<file path="src/hw/rtl/sfcf_pkg.sv">
// Shared types and constants of the SPI flash command framer.
// Holds the job descriptor passed between front and back, the config
// register map, result layout and the back-end phase encoding.
package sfcf_pkg;

    localparam int ADDR_W    = 25;
    localparam int LEN_W     = 16;
    localparam int BYTE_W    = 8;
    localparam int MODE_W    = 3;
    localparam int ERR_W     = 2;
    localparam int CFG_IDX_W = 3;

    // Request modes
    localparam logic [MODE_W-1:0] MODE_READ   = 3'd0;
    localparam logic [MODE_W-1:0] MODE_PROG   = 3'd1;
    localparam logic [MODE_W-1:0] MODE_SECTOR = 3'd2;
    localparam logic [MODE_W-1:0] MODE_BLOCK  = 3'd3;
    localparam logic [MODE_W-1:0] MODE_DATA   = 3'd4;

    // Config register indexes
    localparam logic [CFG_IDX_W-1:0] CFG_FOUR_BYTE = 3'd0;
    localparam logic [CFG_IDX_W-1:0] CFG_READ_OP   = 3'd1;
    localparam logic [CFG_IDX_W-1:0] CFG_PROG_OP   = 3'd2;
    localparam logic [CFG_IDX_W-1:0] CFG_WREN_OP   = 3'd3;
    localparam logic [CFG_IDX_W-1:0] CFG_SECTOR_OP = 3'd4;
    localparam logic [CFG_IDX_W-1:0] CFG_BLOCK_OP  = 3'd5;

    // Config reset values
    localparam logic [BYTE_W-1:0] RST_READ_OP   = 8'd3;
    localparam logic [BYTE_W-1:0] RST_PROG_OP   = 8'd2;
    localparam logic [BYTE_W-1:0] RST_WREN_OP   = 8'd6;
    localparam logic [BYTE_W-1:0] RST_SECTOR_OP = 8'd32;
    localparam logic [BYTE_W-1:0] RST_BLOCK_OP  = 8'd216;

    // Error codes
    localparam logic [ERR_W-1:0] ERR_NONE    = 2'd0;
    localparam logic [ERR_W-1:0] ERR_BAD_ARG = 2'd1;
    localparam logic [ERR_W-1:0] ERR_NO_OP   = 2'd2;

    typedef enum logic [1:0] {
        OP_IDLE,
        OP_READ,
        OP_PROG
    } op_t;

    typedef enum logic [2:0] {
        JOB_ERR_ARG,
        JOB_ERR_DATA,
        JOB_READ,
        JOB_SECTOR,
        JOB_BLOCK,
        JOB_SLOT,
        JOB_PROG_HDR,
        JOB_PROG_DATA
    } job_kind_t;

    typedef struct packed {
        job_kind_t          kind;
        logic [ADDR_W-1:0]  addr;
        logic [BYTE_W-1:0]  data;
        logic               frame_end;
    } job_t;

    typedef struct packed {
        logic               four_byte;
        logic [BYTE_W-1:0]  read_op;
        logic [BYTE_W-1:0]  prog_op;
        logic [BYTE_W-1:0]  wren_op;
        logic [BYTE_W-1:0]  sector_op;
        logic [BYTE_W-1:0]  block_op;
    } cfg_t;

    typedef struct packed {
        logic [BYTE_W-1:0]  spi_byte;
        logic               frame_end;
        logic               wait_ready;
        logic               capture;
        logic [ERR_W-1:0]   error_code;
        logic               last;
    } result_t;

    typedef enum logic [2:0] {
        PH_WREN,
        PH_OPCODE,
        PH_ADDR3,
        PH_ADDR2,
        PH_ADDR1,
        PH_ADDR0,
        PH_DATA,
        PH_ERROR
    } phase_t;

endpackage

</file>
<file path="src/hw/rtl/sfcf_front.sv">
// Front end of the SPI flash command framer: accepts requests, tracks the
// active operation, page chunks and addresses, and emits at most one job per item.
// Depends on sfcf_pkg.
module sfcf_front #(
    parameter int PAGE_BYTES = 256,
    parameter int CHIP_BYTES = 16777216
) (
    input  logic                        clk,
    input  logic                        rst_n,
    input  logic                        in_valid,
    output logic                        in_ready,
    input  logic [sfcf_pkg::MODE_W-1:0] mode,
    input  logic [sfcf_pkg::ADDR_W-1:0] address,
    input  logic [sfcf_pkg::LEN_W-1:0]  length,
    input  logic [sfcf_pkg::BYTE_W-1:0] data_byte,
    output logic                        job_valid,
    input  logic                        job_ready,
    output sfcf_pkg::job_t              job
);

    // Page size is a power of two; offset in page is a plain bit slice
    localparam int PAGE_AW  = $clog2(PAGE_BYTES);
    localparam int CHUNK_W  = $clog2(PAGE_BYTES + 1);
    localparam int AWIDE    = sfcf_pkg::ADDR_W + 1;
    localparam logic [AWIDE-1:0] CHIP_LIM = AWIDE'(CHIP_BYTES);

    sfcf_pkg::op_t                  active_reg, active_next;
    logic [sfcf_pkg::ADDR_W-1:0]    cur_addr_reg, cur_addr_next;
    logic [sfcf_pkg::LEN_W-1:0]     bytes_left_reg, bytes_left_next;
    logic [CHUNK_W-1:0]             chunk_left_reg, chunk_left_next;

    logic                           accept;
    logic                           addr_over;
    logic                           bad;
    logic [PAGE_AW-1:0]             page_off;
    logic [CHUNK_W-1:0]             room;
    logic [CHUNK_W-1:0]             chunk_first;
    logic [CHUNK_W-1:0]             chunk_cur;
    logic [CHUNK_W-1:0]             chunk_dec;
    logic [sfcf_pkg::LEN_W-1:0]     bytes_dec;
    logic [AWIDE-1:0]               addr_inc;
    logic                           chunk_end;

    assign in_ready = job_ready;
    assign accept   = in_valid && job_ready;

    // Argument checks
    assign addr_over = {1'b0, address} >= CHIP_LIM;
    assign bad       = (active_reg != sfcf_pkg::OP_IDLE) || addr_over;

    // Page chunk bookkeeping: room left in page, clipped to remaining bytes
    assign page_off    = cur_addr_reg[PAGE_AW-1:0];
    assign room        = CHUNK_W'(PAGE_BYTES) - CHUNK_W'(page_off);
    assign chunk_first = (sfcf_pkg::LEN_W'(room) < bytes_left_reg) ? room
                                                                   : bytes_left_reg[CHUNK_W-1:0];
    assign chunk_cur   = (chunk_left_reg == '0) ? chunk_first : chunk_left_reg;
    assign chunk_dec   = chunk_cur - CHUNK_W'(1);
    assign chunk_end   = (chunk_dec == '0);
    assign bytes_dec   = bytes_left_reg - sfcf_pkg::LEN_W'(1);
    assign addr_inc    = {1'b0, cur_addr_reg} + AWIDE'(1);

    // Classify the item and update operation state
    always_comb
    begin
        active_next     = active_reg;
        cur_addr_next   = cur_addr_reg;
        bytes_left_next = bytes_left_reg;
        chunk_left_next = chunk_left_reg;
        job_valid       = 1'b0;
        job.kind        = sfcf_pkg::JOB_ERR_ARG;
        job.addr        = address;
        job.data        = data_byte;
        job.frame_end   = 1'b0;

        if (accept)
        begin
            case (mode) inside
                sfcf_pkg::MODE_READ, sfcf_pkg::MODE_PROG:
                begin
                    if (bad || (length == '0))
                    begin
                        job_valid = 1'b1;
                    end
                    else if (mode == sfcf_pkg::MODE_READ)
                    begin
                        active_next     = sfcf_pkg::OP_READ;
                        bytes_left_next = length;
                        cur_addr_next   = address;
                        job_valid       = 1'b1;
                        job.kind        = sfcf_pkg::JOB_READ;
                    end
                    else
                    begin
                        // Program start is silent; headers go with data
                        active_next     = sfcf_pkg::OP_PROG;
                        bytes_left_next = length;
                        chunk_left_next = '0;
                        cur_addr_next   = address;
                    end
                end
                sfcf_pkg::MODE_SECTOR, sfcf_pkg::MODE_BLOCK:
                begin
                    job_valid = 1'b1;
                    if (!bad)
                    begin
                        job.kind = (mode == sfcf_pkg::MODE_SECTOR) ? sfcf_pkg::JOB_SECTOR
                                                                  : sfcf_pkg::JOB_BLOCK;
                    end
                end
                sfcf_pkg::MODE_DATA:
                begin
                    job_valid = 1'b1;
                    case (active_reg)
                        sfcf_pkg::OP_READ:
                        begin
                            bytes_left_next = bytes_dec;
                            job.kind        = sfcf_pkg::JOB_SLOT;
                            job.frame_end   = (bytes_dec == '0);
                            if (bytes_dec == '0)
                            begin
                                active_next = sfcf_pkg::OP_IDLE;
                            end
                        end
                        sfcf_pkg::OP_PROG:
                        begin
                            job.kind        = (chunk_left_reg == '0) ? sfcf_pkg::JOB_PROG_HDR
                                                                     : sfcf_pkg::JOB_PROG_DATA;
                            job.addr        = cur_addr_reg;
                            job.frame_end   = chunk_end;
                            chunk_left_next = chunk_dec;
                            bytes_left_next = bytes_dec;
                            if (chunk_end)
                            begin
                                // Wrap to zero at chip end, only at chunk end
                                cur_addr_next = (addr_inc >= CHIP_LIM) ? '0
                                                : addr_inc[sfcf_pkg::ADDR_W-1:0];
                                if (bytes_dec == '0)
                                begin
                                    active_next = sfcf_pkg::OP_IDLE;
                                end
                            end
                            else
                            begin
                                cur_addr_next = addr_inc[sfcf_pkg::ADDR_W-1:0];
                            end
                        end
                        default:
                        begin
                            job.kind = sfcf_pkg::JOB_ERR_DATA;
                        end
                    endcase
                end
                default:
                begin
                    job_valid = 1'b0;
                end
            endcase
        end
    end

    // Operation state
    always_ff @(posedge clk or negedge rst_n)
    begin
        if (!rst_n)
        begin
            active_reg     <= sfcf_pkg::OP_IDLE;
            cur_addr_reg   <= '0;
            bytes_left_reg <= '0;
            chunk_left_reg <= '0;
        end
        else
        begin
            active_reg     <= active_next;
            cur_addr_reg   <= cur_addr_next;
            bytes_left_reg <= bytes_left_next;
            chunk_left_reg <= chunk_left_next;
        end
    end

    // A read in progress always has slots left
    assert property (@(posedge clk) disable iff (!rst_n)
        (active_reg == sfcf_pkg::OP_READ) |-> (bytes_left_reg != '0))
        else $error("read active with no slots left");

    // An open program chunk never outruns the remaining byte count
    assert property (@(posedge clk) disable iff (!rst_n)
        ((active_reg == sfcf_pkg::OP_PROG) && (chunk_left_reg != '0))
        |-> (sfcf_pkg::LEN_W'(chunk_left_reg) <= bytes_left_reg))
        else $error("program chunk larger than remaining bytes");

endmodule

</file>
<file path="src/hw/rtl/sfcf_queue.sv">
// Small register FIFO between the framer front and back ends.
// Generic width and depth; no package dependency.
module sfcf_queue #(
    parameter int WIDTH = 8,
    parameter int DEPTH = 4
) (
    input  logic             clk,
    input  logic             rst_n,
    input  logic             push_valid,
    output logic             push_ready,
    input  logic [WIDTH-1:0] push_data,
    output logic             pop_valid,
    input  logic             pop_ready,
    output logic [WIDTH-1:0] pop_data
);

    localparam int PTR_W = (DEPTH > 1) ? $clog2(DEPTH) : 1;
    localparam int CNT_W = $clog2(DEPTH + 1);

    logic [WIDTH-1:0]  store_reg [DEPTH];
    logic [PTR_W-1:0]  wr_ptr_reg, wr_ptr_next;
    logic [PTR_W-1:0]  rd_ptr_reg, rd_ptr_next;
    logic [CNT_W-1:0]  count_reg, count_next;
    logic              do_push;
    logic              do_pop;

    assign push_ready = (count_reg != CNT_W'(DEPTH));
    assign pop_valid  = (count_reg != '0);
    assign pop_data   = store_reg[rd_ptr_reg];
    assign do_push    = push_valid && push_ready;
    assign do_pop     = pop_valid && pop_ready;

    // Pointer and fill count update
    always_comb
    begin
        wr_ptr_next = wr_ptr_reg;
        rd_ptr_next = rd_ptr_reg;
        count_next  = count_reg;
        if (do_push)
        begin
            wr_ptr_next = (wr_ptr_reg == PTR_W'(DEPTH - 1)) ? '0 : wr_ptr_reg + PTR_W'(1);
        end
        if (do_pop)
        begin
            rd_ptr_next = (rd_ptr_reg == PTR_W'(DEPTH - 1)) ? '0 : rd_ptr_reg + PTR_W'(1);
        end
        if (do_push && !do_pop)
        begin
            count_next = count_reg + CNT_W'(1);
        end
        else if (do_pop && !do_push)
        begin
            count_next = count_reg - CNT_W'(1);
        end
    end

    always_ff @(posedge clk or negedge rst_n)
    begin
        if (!rst_n)
        begin
            wr_ptr_reg <= '0;
            rd_ptr_reg <= '0;
            count_reg  <= '0;
        end
        else
        begin
            wr_ptr_reg <= wr_ptr_next;
            rd_ptr_reg <= rd_ptr_next;
            count_reg  <= count_next;
        end
    end

    // Entry storage
    always_ff @(posedge clk)
    begin
        if (do_push)
        begin
            store_reg[wr_ptr_reg] <= push_data;
        end
    end

endmodule

</file>
<file path="src/hw/rtl/sfcf_back.sv">
// Back end of the SPI flash command framer: expands each job into its SPI
// bytes, one per cycle unless stalled, into an output register. Depends on sfcf_pkg.
module sfcf_back (
    input  logic              clk,
    input  logic              rst_n,
    input  sfcf_pkg::cfg_t    cfg,
    input  logic              job_valid,
    output logic              job_ready,
    input  sfcf_pkg::job_t    job,
    output logic              out_valid,
    input  logic              out_ready,
    output sfcf_pkg::result_t out_res
);

    sfcf_pkg::phase_t   phase_reg, phase_next;
    sfcf_pkg::phase_t   phase_step;
    sfcf_pkg::phase_t   phase_start;
    logic               cur_valid_reg, cur_valid_next;
    sfcf_pkg::job_t     job_reg, job_next;
    logic               out_valid_reg, out_valid_next;
    sfcf_pkg::result_t  out_res_reg, out_res_next;
    sfcf_pkg::result_t  res;
    logic               done;
    logic               step;
    logic               load;

    // First byte of a new job
    always_comb
    begin
        case (job.kind) inside
            sfcf_pkg::JOB_ERR_ARG, sfcf_pkg::JOB_ERR_DATA:
                phase_start = sfcf_pkg::PH_ERROR;
            sfcf_pkg::JOB_READ:
                phase_start = sfcf_pkg::PH_OPCODE;
            sfcf_pkg::JOB_SECTOR, sfcf_pkg::JOB_BLOCK, sfcf_pkg::JOB_PROG_HDR:
                phase_start = sfcf_pkg::PH_WREN;
            default:
                phase_start = sfcf_pkg::PH_DATA;
        endcase
    end

    // Byte generator: current byte and following phase
    always_comb
    begin
        res        = '0;
        done       = 1'b0;
        phase_step = phase_reg;
        unique case (phase_reg)
            sfcf_pkg::PH_WREN:
            begin
                res.spi_byte   = cfg.wren_op;
                res.frame_end  = 1'b1;
                res.wait_ready = 1'b1;
                phase_step     = sfcf_pkg::PH_OPCODE;
            end
            sfcf_pkg::PH_OPCODE:
            begin
                case (job_reg.kind)
                    sfcf_pkg::JOB_READ:
                    begin
                        res.spi_byte   = cfg.read_op;
                        res.wait_ready = 1'b1;
                    end
                    sfcf_pkg::JOB_SECTOR: res.spi_byte = cfg.sector_op;
                    sfcf_pkg::JOB_BLOCK:  res.spi_byte = cfg.block_op;
                    default:              res.spi_byte = cfg.prog_op;
                endcase
                phase_step = cfg.four_byte ? sfcf_pkg::PH_ADDR3 : sfcf_pkg::PH_ADDR2;
            end
            sfcf_pkg::PH_ADDR3:
            begin
                res.spi_byte = {7'b0, job_reg.addr[24]};
                phase_step   = sfcf_pkg::PH_ADDR2;
            end
            sfcf_pkg::PH_ADDR2:
            begin
                res.spi_byte = job_reg.addr[23:16];
                phase_step   = sfcf_pkg::PH_ADDR1;
            end
            sfcf_pkg::PH_ADDR1:
            begin
                res.spi_byte = job_reg.addr[15:8];
                phase_step   = sfcf_pkg::PH_ADDR0;
            end
            sfcf_pkg::PH_ADDR0:
            begin
                res.spi_byte  = job_reg.addr[7:0];
                res.frame_end = (job_reg.kind == sfcf_pkg::JOB_SECTOR) ||
                                (job_reg.kind == sfcf_pkg::JOB_BLOCK);
                done          = (job_reg.kind != sfcf_pkg::JOB_PROG_HDR);
                phase_step    = sfcf_pkg::PH_DATA;
            end
            sfcf_pkg::PH_DATA:
            begin
                res.spi_byte  = (job_reg.kind == sfcf_pkg::JOB_SLOT) ? '0 : job_reg.data;
                res.frame_end = job_reg.frame_end;
                res.capture   = (job_reg.kind == sfcf_pkg::JOB_SLOT);
                done          = 1'b1;
            end
            sfcf_pkg::PH_ERROR:
            begin
                res.error_code = (job_reg.kind == sfcf_pkg::JOB_ERR_ARG) ? sfcf_pkg::ERR_BAD_ARG
                                                                         : sfcf_pkg::ERR_NO_OP;
                done           = 1'b1;
            end
            default:
            begin
                done = 1'b1;
            end
        endcase
        res.last = done;
    end

    // Job sequencing and output register
    assign step      = cur_valid_reg && (!out_valid_reg || out_ready);
    assign job_ready = !cur_valid_reg || (step && done);
    assign load      = job_ready && job_valid;

    always_comb
    begin
        cur_valid_next = cur_valid_reg;
        phase_next     = phase_reg;
        job_next       = job_reg;
        if (load)
        begin
            cur_valid_next = 1'b1;
            phase_next     = phase_start;
            job_next       = job;
        end
        else if (step && done)
        begin
            cur_valid_next = 1'b0;
        end
        else if (step)
        begin
            phase_next = phase_step;
        end

        out_valid_next = out_valid_reg && !out_ready;
        out_res_next   = out_res_reg;
        if (step)
        begin
            out_valid_next = 1'b1;
            out_res_next   = res;
        end
    end

    always_ff @(posedge clk or negedge rst_n)
    begin
        if (!rst_n)
        begin
            cur_valid_reg <= 1'b0;
            phase_reg     <= sfcf_pkg::PH_WREN;
            out_valid_reg <= 1'b0;
        end
        else
        begin
            cur_valid_reg <= cur_valid_next;
            phase_reg     <= phase_next;
            out_valid_reg <= out_valid_next;
        end
    end

    always_ff @(posedge clk)
    begin
        job_reg     <= job_next;
        out_res_reg <= out_res_next;
    end

    assign out_valid = out_valid_reg;
    assign out_res   = out_res_reg;

    // Error results are single, empty bytes
    assert property (@(posedge clk) disable iff (!rst_n)
        (out_valid_reg && (out_res_reg.error_code != sfcf_pkg::ERR_NONE))
        |-> (out_res_reg.last && (out_res_reg.spi_byte == '0) && !out_res_reg.frame_end))
        else $error("error result carries payload");

    // Read data capture never marks a frame start or an error
    assert property (@(posedge clk) disable iff (!rst_n)
        (out_valid_reg && out_res_reg.capture)
        |-> (!out_res_reg.wait_ready && (out_res_reg.error_code == sfcf_pkg::ERR_NONE)))
        else $error("capture byte marked as frame start or error");

    // High address byte only in four-byte addressing
    assert property (@(posedge clk) disable iff (!rst_n)
        (cur_valid_reg && (phase_reg == sfcf_pkg::PH_ADDR3)) |-> cfg.four_byte)
        else $error("fourth address byte in three-byte mode");

endmodule

</file>
<file path="src/hw/rtl/spi_flash_command_framer.sv">
// Top level of the SPI flash command framer: config registers, front end,
// job queue and back end. Depends on sfcf_pkg, sfcf_front, sfcf_queue, sfcf_back.
//
// Usage:
//   Input channel (in_valid/in_ready): one request per transfer. Modes 0..3
//   start a read, program, sector erase or block erase; mode 4 carries one
//   program data byte or one read slot. Modes 5..7 are taken and dropped.
//   Output channel (out_valid/out_ready): one SPI byte per transfer with its
//   frame_end, wait_ready, capture and error_code marks; last flags the
//   final byte caused by a request.
//   Config channel (cfg_valid/cfg_ready): cfg_ready is always high; write
//   only while no request is in flight.
//   A request's job passes the job queue, the back end's job register and the output register.
//   Throughput: the back end emits one byte per cycle unless out_ready stalls
//   it. A program start and modes 5..7 give no bytes, an error gives 1, a
//   read start 4 or 5, an erase 5 or 6, a read slot or data byte 1, and a data
//   byte that opens a page chunk 6 or 7 (write enable, opcode, address, data).
//   A QUEUE_DEPTH-entry job queue sits between the front and back ends; the
//   input stalls only when it is full.
//   Reset clears the operation state, the queue and the output valid flag and
//   loads the default opcodes with three-byte addressing.
//   When the receiver stalls, the output byte holds and the queue absorbs
//   up to QUEUE_DEPTH further jobs.
module spi_flash_command_framer #(
    parameter int PAGE_BYTES  = 256,
    parameter int CHIP_BYTES  = 16777216,
    parameter int QUEUE_DEPTH = 4
) (
    input  logic                           clk,
    input  logic                           rst_n,
    input  logic                           in_valid,
    output logic                           in_ready,
    input  logic [sfcf_pkg::MODE_W-1:0]    mode,
    input  logic [sfcf_pkg::ADDR_W-1:0]    address,
    input  logic [sfcf_pkg::LEN_W-1:0]     length,
    input  logic [sfcf_pkg::BYTE_W-1:0]    data_byte,
    output logic                           out_valid,
    input  logic                           out_ready,
    output logic [sfcf_pkg::BYTE_W-1:0]    spi_byte,
    output logic                           frame_end,
    output logic                           wait_ready,
    output logic                           capture,
    output logic [sfcf_pkg::ERR_W-1:0]     error_code,
    output logic                           last,
    input  logic                           cfg_valid,
    output logic                           cfg_ready,
    input  logic [sfcf_pkg::CFG_IDX_W-1:0] cfg_index,
    input  logic [sfcf_pkg::BYTE_W-1:0]    cfg_data
);

    sfcf_pkg::cfg_t     cfg_reg, cfg_next;
    logic               fr_job_valid;
    logic               fr_job_ready;
    sfcf_pkg::job_t     fr_job;
    logic               bk_job_valid;
    logic               bk_job_ready;
    sfcf_pkg::job_t     bk_job;
    sfcf_pkg::result_t  out_res;

    // Config register writes
    assign cfg_ready = 1'b1;

    always_comb
    begin
        cfg_next = cfg_reg;
        if (cfg_valid)
        begin
            unique case (cfg_index)
                sfcf_pkg::CFG_FOUR_BYTE: cfg_next.four_byte = cfg_data[0];
                sfcf_pkg::CFG_READ_OP:   cfg_next.read_op   = cfg_data;
                sfcf_pkg::CFG_PROG_OP:   cfg_next.prog_op   = cfg_data;
                sfcf_pkg::CFG_WREN_OP:   cfg_next.wren_op   = cfg_data;
                sfcf_pkg::CFG_SECTOR_OP: cfg_next.sector_op = cfg_data;
                sfcf_pkg::CFG_BLOCK_OP:  cfg_next.block_op  = cfg_data;
                default:                 cfg_next           = cfg_reg;
            endcase
        end
    end

    always_ff @(posedge clk or negedge rst_n)
    begin
        if (!rst_n)
        begin
            cfg_reg.four_byte <= 1'b0;
            cfg_reg.read_op   <= sfcf_pkg::RST_READ_OP;
            cfg_reg.prog_op   <= sfcf_pkg::RST_PROG_OP;
            cfg_reg.wren_op   <= sfcf_pkg::RST_WREN_OP;
            cfg_reg.sector_op <= sfcf_pkg::RST_SECTOR_OP;
            cfg_reg.block_op  <= sfcf_pkg::RST_BLOCK_OP;
        end
        else
        begin
            cfg_reg <= cfg_next;
        end
    end

    // Request classification
    sfcf_front #(
        .PAGE_BYTES (PAGE_BYTES),
        .CHIP_BYTES (CHIP_BYTES)
    ) u_front (
        .clk        (clk),
        .rst_n      (rst_n),
        .in_valid   (in_valid),
        .in_ready   (in_ready),
        .mode       (mode),
        .address    (address),
        .length     (length),
        .data_byte  (data_byte),
        .job_valid  (fr_job_valid),
        .job_ready  (fr_job_ready),
        .job        (fr_job)
    );

    // Job queue
    sfcf_queue #(
        .WIDTH (($bits(sfcf_pkg::job_t))),
        .DEPTH (QUEUE_DEPTH)
    ) u_queue (
        .clk        (clk),
        .rst_n      (rst_n),
        .push_valid (fr_job_valid),
        .push_ready (fr_job_ready),
        .push_data  (fr_job),
        .pop_valid  (bk_job_valid),
        .pop_ready  (bk_job_ready),
        .pop_data   (bk_job)
    );

    // Byte expansion
    sfcf_back u_back (
        .clk        (clk),
        .rst_n      (rst_n),
        .cfg        (cfg_reg),
        .job_valid  (bk_job_valid),
        .job_ready  (bk_job_ready),
        .job        (bk_job),
        .out_valid  (out_valid),
        .out_ready  (out_ready),
        .out_res    (out_res)
    );

    assign spi_byte   = out_res.spi_byte;
    assign frame_end  = out_res.frame_end;
    assign wait_ready = out_res.wait_ready;
    assign capture    = out_res.capture;
    assign error_code = out_res.error_code;
    assign last       = out_res.last;

endmodule
</file>
<file path="config.mk">
export PLATFORM = sky130hd
export DESIGN_NAME = spi_flash_command_framer
export DESIGN_NICKNAME = d
export VERILOG_FILES = /design/src/hw/rtl/sfcf_pkg.sv /design/src/hw/rtl/sfcf_front.sv /design/src/hw/rtl/sfcf_queue.sv /design/src/hw/rtl/sfcf_back.sv /design/src/hw/rtl/spi_flash_command_framer.sv
export SDC_FILE = /design/constraint.sdc
export NUM_CORES = 1
export LEC_CHECK = 0
export BUFFER_PORTS_ARGS = -buffer_cell sky130_fd_sc_hd__buf_4
export CELL_PAD_IN_SITES_DETAIL_PLACEMENT = 1
export CELL_PAD_IN_SITES_GLOBAL_PLACEMENT = 1
export CORE_ASPECT_RATIO = 0.6
export CORE_MARGIN = 3
export CORE_UTILIZATION = 54
export CTS_CLUSTER_SIZE = 16
export DETAILED_ROUTE_END_ITERATION = 10
export PLACE_DENSITY_LB_ADDON = 0.1
export SKIP_LAST_GASP = 1
export SYNTH_ARGS = -nofsm -noshare
export SYNTH_HDL_FRONTEND = slang
export SYNTH_SLANG_ARGS = --single-unit
</file>
<file path="constraint.sdc">
create_clock -name clk -period 8.9 [get_ports clk]
set_clock_uncertainty 0.2 [all_clocks]
set_input_delay 0.89 -clock clk [delete_from_list [all_inputs] [get_ports clk]]
set_output_delay 0.89 -clock clk [all_outputs]
set_load 0.02 [all_outputs]
</file>
==> impl_metrics.sql <==
INSERT INTO impl_metrics (metric_group, metric, value, unit) VALUES
('logic_synthesis', 'netlist_area', '14500', 'µm²'),
('logic_synthesis', 'syn_nets', '1277', ''),
('cells_and_area', 'largest_reg_flops', '148', ''),
('logic_synthesis', 'number_of_flip_flops_and_latches_in_the_synthesized_netlist', '304', ''),
('logic_synthesis', 'synth_ff_type', 'edfxtp_1', ''),
('timing', 'final_max_slew_viol_count', '0', ''),
('critical_path', 'crit_path_end_kind', 'flip-flop', ''),
('cells_and_area', 'layout.nets', '1350', ''),
('grt', 'antenna_violations_before_repair', '2', ''),
('critical_path', 'timing.critical_path.required', '9010', 'ps'),
('route', 'route.detailed.wl_per_inst', '28.0', 'µm'),
('cts', 'cts_tree', 'yes', ''),
('logic_synthesis', 'post_synthesis_cell_count', '1185', ''),
('placed_design', 'gp_congestion', '1.02', ''),
('timing', 'number_of_failing_setup_endpoints_in_the_final_timing_report', '0', ''),
('cts', 'clock_tree.root_cell', 'clkbuf_16', ''),
('power_and_ir_drop', 'netSwitchingFraction', '0.409', ''),
('route', 'num_vias', '10900', ''),
('cts', 'cts.path.max_buffers', '3', ''),
('logic_synthesis', 'synth_top_area_frac', '0.413', ''),
('critical_path', 'timing.setup.critical_path_class', 'reg -> reg', ''),
('power_and_ir_drop', 'p_int', '0.00341', 'W'),
('timing', 'period_needed', '6700', 'ps'),
('worst_hold_path', 'min-delay-path-class', 'in -> async', ''),
('timing', 'timing.final.hold_violations', '0', ''),
('timing', 'fmaxAchievable', '149', 'MHz'),
('floorplan', 'num_io_pins', '85', ''),
('timing', 'tns', '0', 'ps'),
('logic_synthesis', 'synth-warning-count', '0', ''),
('logic_synthesis', 'synth.top_cells.by_count', '199 x edfxtp_1, 123 x nand2_1, 95 x dfrtp_1', ''),
('power_and_ir_drop', 'clock_power_share', '0.201', ''),
('placed_design', 'number_of_buffers_inserted_by_port_buffering', '83', ''),
('floorplan', 'die_h', '133', 'µm'),
('logic_synthesis', 'syn_avg_cell_area', '12.2', 'µm²'),
('critical_path', 'critical_path.max_fanout', '10', ''),
('route', 'remaining_drc_errors', '0', ''),
('timing', 'fin_worst_hold_slack', '171', 'ps'),
('critical_path', 'cp.arrival', '6800', 'ps'),
('power_and_ir_drop', 'switching_power', '0.00236', 'W'),
('cts', 'cts.reportedPaths.clkPinSlew', '70', 'ps'),
('cts', 'post_cts.resized_instances', '0', ''),
('floorplan', 'coreArea', '25800', 'µm²'),
('cts', 'cts-hold-fix-buffers', '0', ''),
('cts', 'cts_buffers', '28', ''),
('power_and_ir_drop', 'p_leak', '6.05', 'nW'),
('power_and_ir_drop', 'combPwrFrac', '0.402', ''),
('timing', 'timing_worst_slew_pin_value', '1170', 'ps'),
('run_status', 'run_status', 'complete, no violations', ''),
('cells_and_area', 'final_layout_size_suffix_gt1_frac', '0.201', ''),
('grt', 'grt_start_max_net_pins', '64', ''),
('cts', 'clock_sinks', '304', ''),
('route', 'postRouteAntennaNets', '0', ''),
('cts', 'worstSkewPairLatency', '560', 'ps'),
('grt', 'global_route_wire_length_before_repair', '69.7', 'mm'),
('grt', 'grt_util_all_layers', '0.320', ''),
('logic_synthesis', 'synth_enable_flop_cells', '199', ''),
('floorplan', 'design.die.area', '28800', 'µm²'),
('route', 'wirelength', '45.7', 'mm'),
('placed_design', 'post-dp-hpwl', '31.2', 'mm'),
('route', 'drt-initial-drc-count', '1286', ''),
('cells_and_area', 'area_growth_syn_to_layout', '12.7', '%'),
('floorplan', 'fp-row-count', '45', ''),
('critical_path', 'timing.critical_path.from_type', 'flip-flop', ''),
('logic_synthesis', 'cell_type_with_the_highest_aggregate_area_in_the_netlist', 'edfxtp_1', ''),
('run', 'drv_cap', '0', ''),
('cts', 'cts.repair_timing.setup_buffer_count', '0', ''),
('floorplan', 'die_x', '217', 'µm'),
('power_and_ir_drop', 'power_per_cell_area', '353', 'nW/µm²'),
('logic_synthesis', 'yosysSeqAreaShare', '0.596', ''),
('cells_and_area', 'n_fill_cell', '2669', ''),
('power_and_ir_drop', 'power.share.sequential', '0.397', '');
==> per-layer routing <==
metal	vias to the layer above	GRT usage	share of wire
li1	4651	-	-
met1	5598	0.484	0.43
met2	551	0.465	0.44
met3	71	0.0870	0.11
met4	4	0.0684	0.021
met5	-	0.0167	0.0016
==> metrics by stage <==
step / power [W] / std cells / area, µm² / setup WS (ps) / utilization
after floorplan: 0.00365 / 1185 / 14500 / 3600 / -
after global placement: 0.00439 / 1580 / 15400 / 3020 / 0.599
after detailed placement: 0.00450 / 1580 / 15400 / 2520 / 0.599
after CTS: 0.00570 / 1632 / 16300 / 2470 / 0.632
after global routing: 0.00604 / 1633 / 16300 / 1790 / 0.632
final: 0.00576 / 1633 / 16300 / 2200 / 0.632
==> layout by cell type, fill, tap and decap left out, drive strengths merged, types with 14 or more instances in the layout <==
master  instances
nor4           20
inv            44
or3            14
a21oi          87
clkbuf         42
buf           105
ha             23
dfrtp          95
mux4           37
nor3           30
nand3          34
mux2           49
o22ai          20
nor2           67
o21ai          73
edfxtp        199
a22oi          22
nand2         123
==> layout make-up <==
type                    instances  area, µm²  area share
flip-flops and latches        304       8620       0.529
multi-input cells             776       5440       0.334
clock buffers                  42        795      0.0487
repair buffers                105        788      0.0484
well taps                     352        440      0.0270
inverters                      43        161     0.00990
clock inverters                10       53.8     0.00330
diodes                          1       2.50    0.000154
==> path summary, 6_finish.rpt <==
path,slack [ps],end,startpoint,cells after the start
worst min register to register,310,cfg_reg[5],cfg_reg[5],1
min in group clk,310,cfg_reg[5],cfg_reg[5],1
worst max register to register,2200,u_queue.store_reg[0][0],u_front.cur_addr_reg[5],20
max in group asynchronous,7010,u_queue.rd_ptr_reg[0],rst_n,2
worst min-delay path,170,u_front.chunk_left_reg[2],rst_n,1
worst max-delay path,2200,u_queue.store_reg[0][0],u_front.cur_addr_reg[5],20
==> cells by family after synthesis <==
kind of cell,count (synthesis),share of synthesized area
buffers and inverters,105,0.0286
DFF,304,0.596
AOI/OAI and AO/OA,288,0.125
adders and majority gates,24,0.0213
and+or+nand+nor,362,0.124
other,1,0.000259
muxes,88,0.0972
xor gates and xnor gates,13,0.00788
==> critical path: stages (launching register included) <==
cell,delay (ps)
dfrtp_1,490
or4_1,610
nor4_1,270
xnor2_1,190
ha_1,280
a211oi_1,260
o21ai_0,180
o211a_1,220
nor2_1,530
o21ai_0,190
a21oi_1,250
ha_1,290
nand2b_1,100
a21oi_1,260
nor4b_1,560
nor2_1,120
nand4bb_1,240
a32oi_2,350
nand3_1,310
a2bb2oi_1,210
nor3_1,350
==> power by group through the flow <==
stage / Sequential [W] / Clock, W / Combinational, W
3_5_place_dp: 0.00228 / 0 / 0.00222
4_1_cts: 0.00227 / 0.00117 / 0.00226
2_1_floorplan: 0.00213 / 0 / 0.00151
3_3_place_gp: 0.00225 / 0 / 0.00215
6_report: 0.00229 / 0.00116 / 0.00232
5_1_grt: 0.00232 / 0.00123 / 0.00250
No activity file was read; power rests on OpenSTA's default activity.
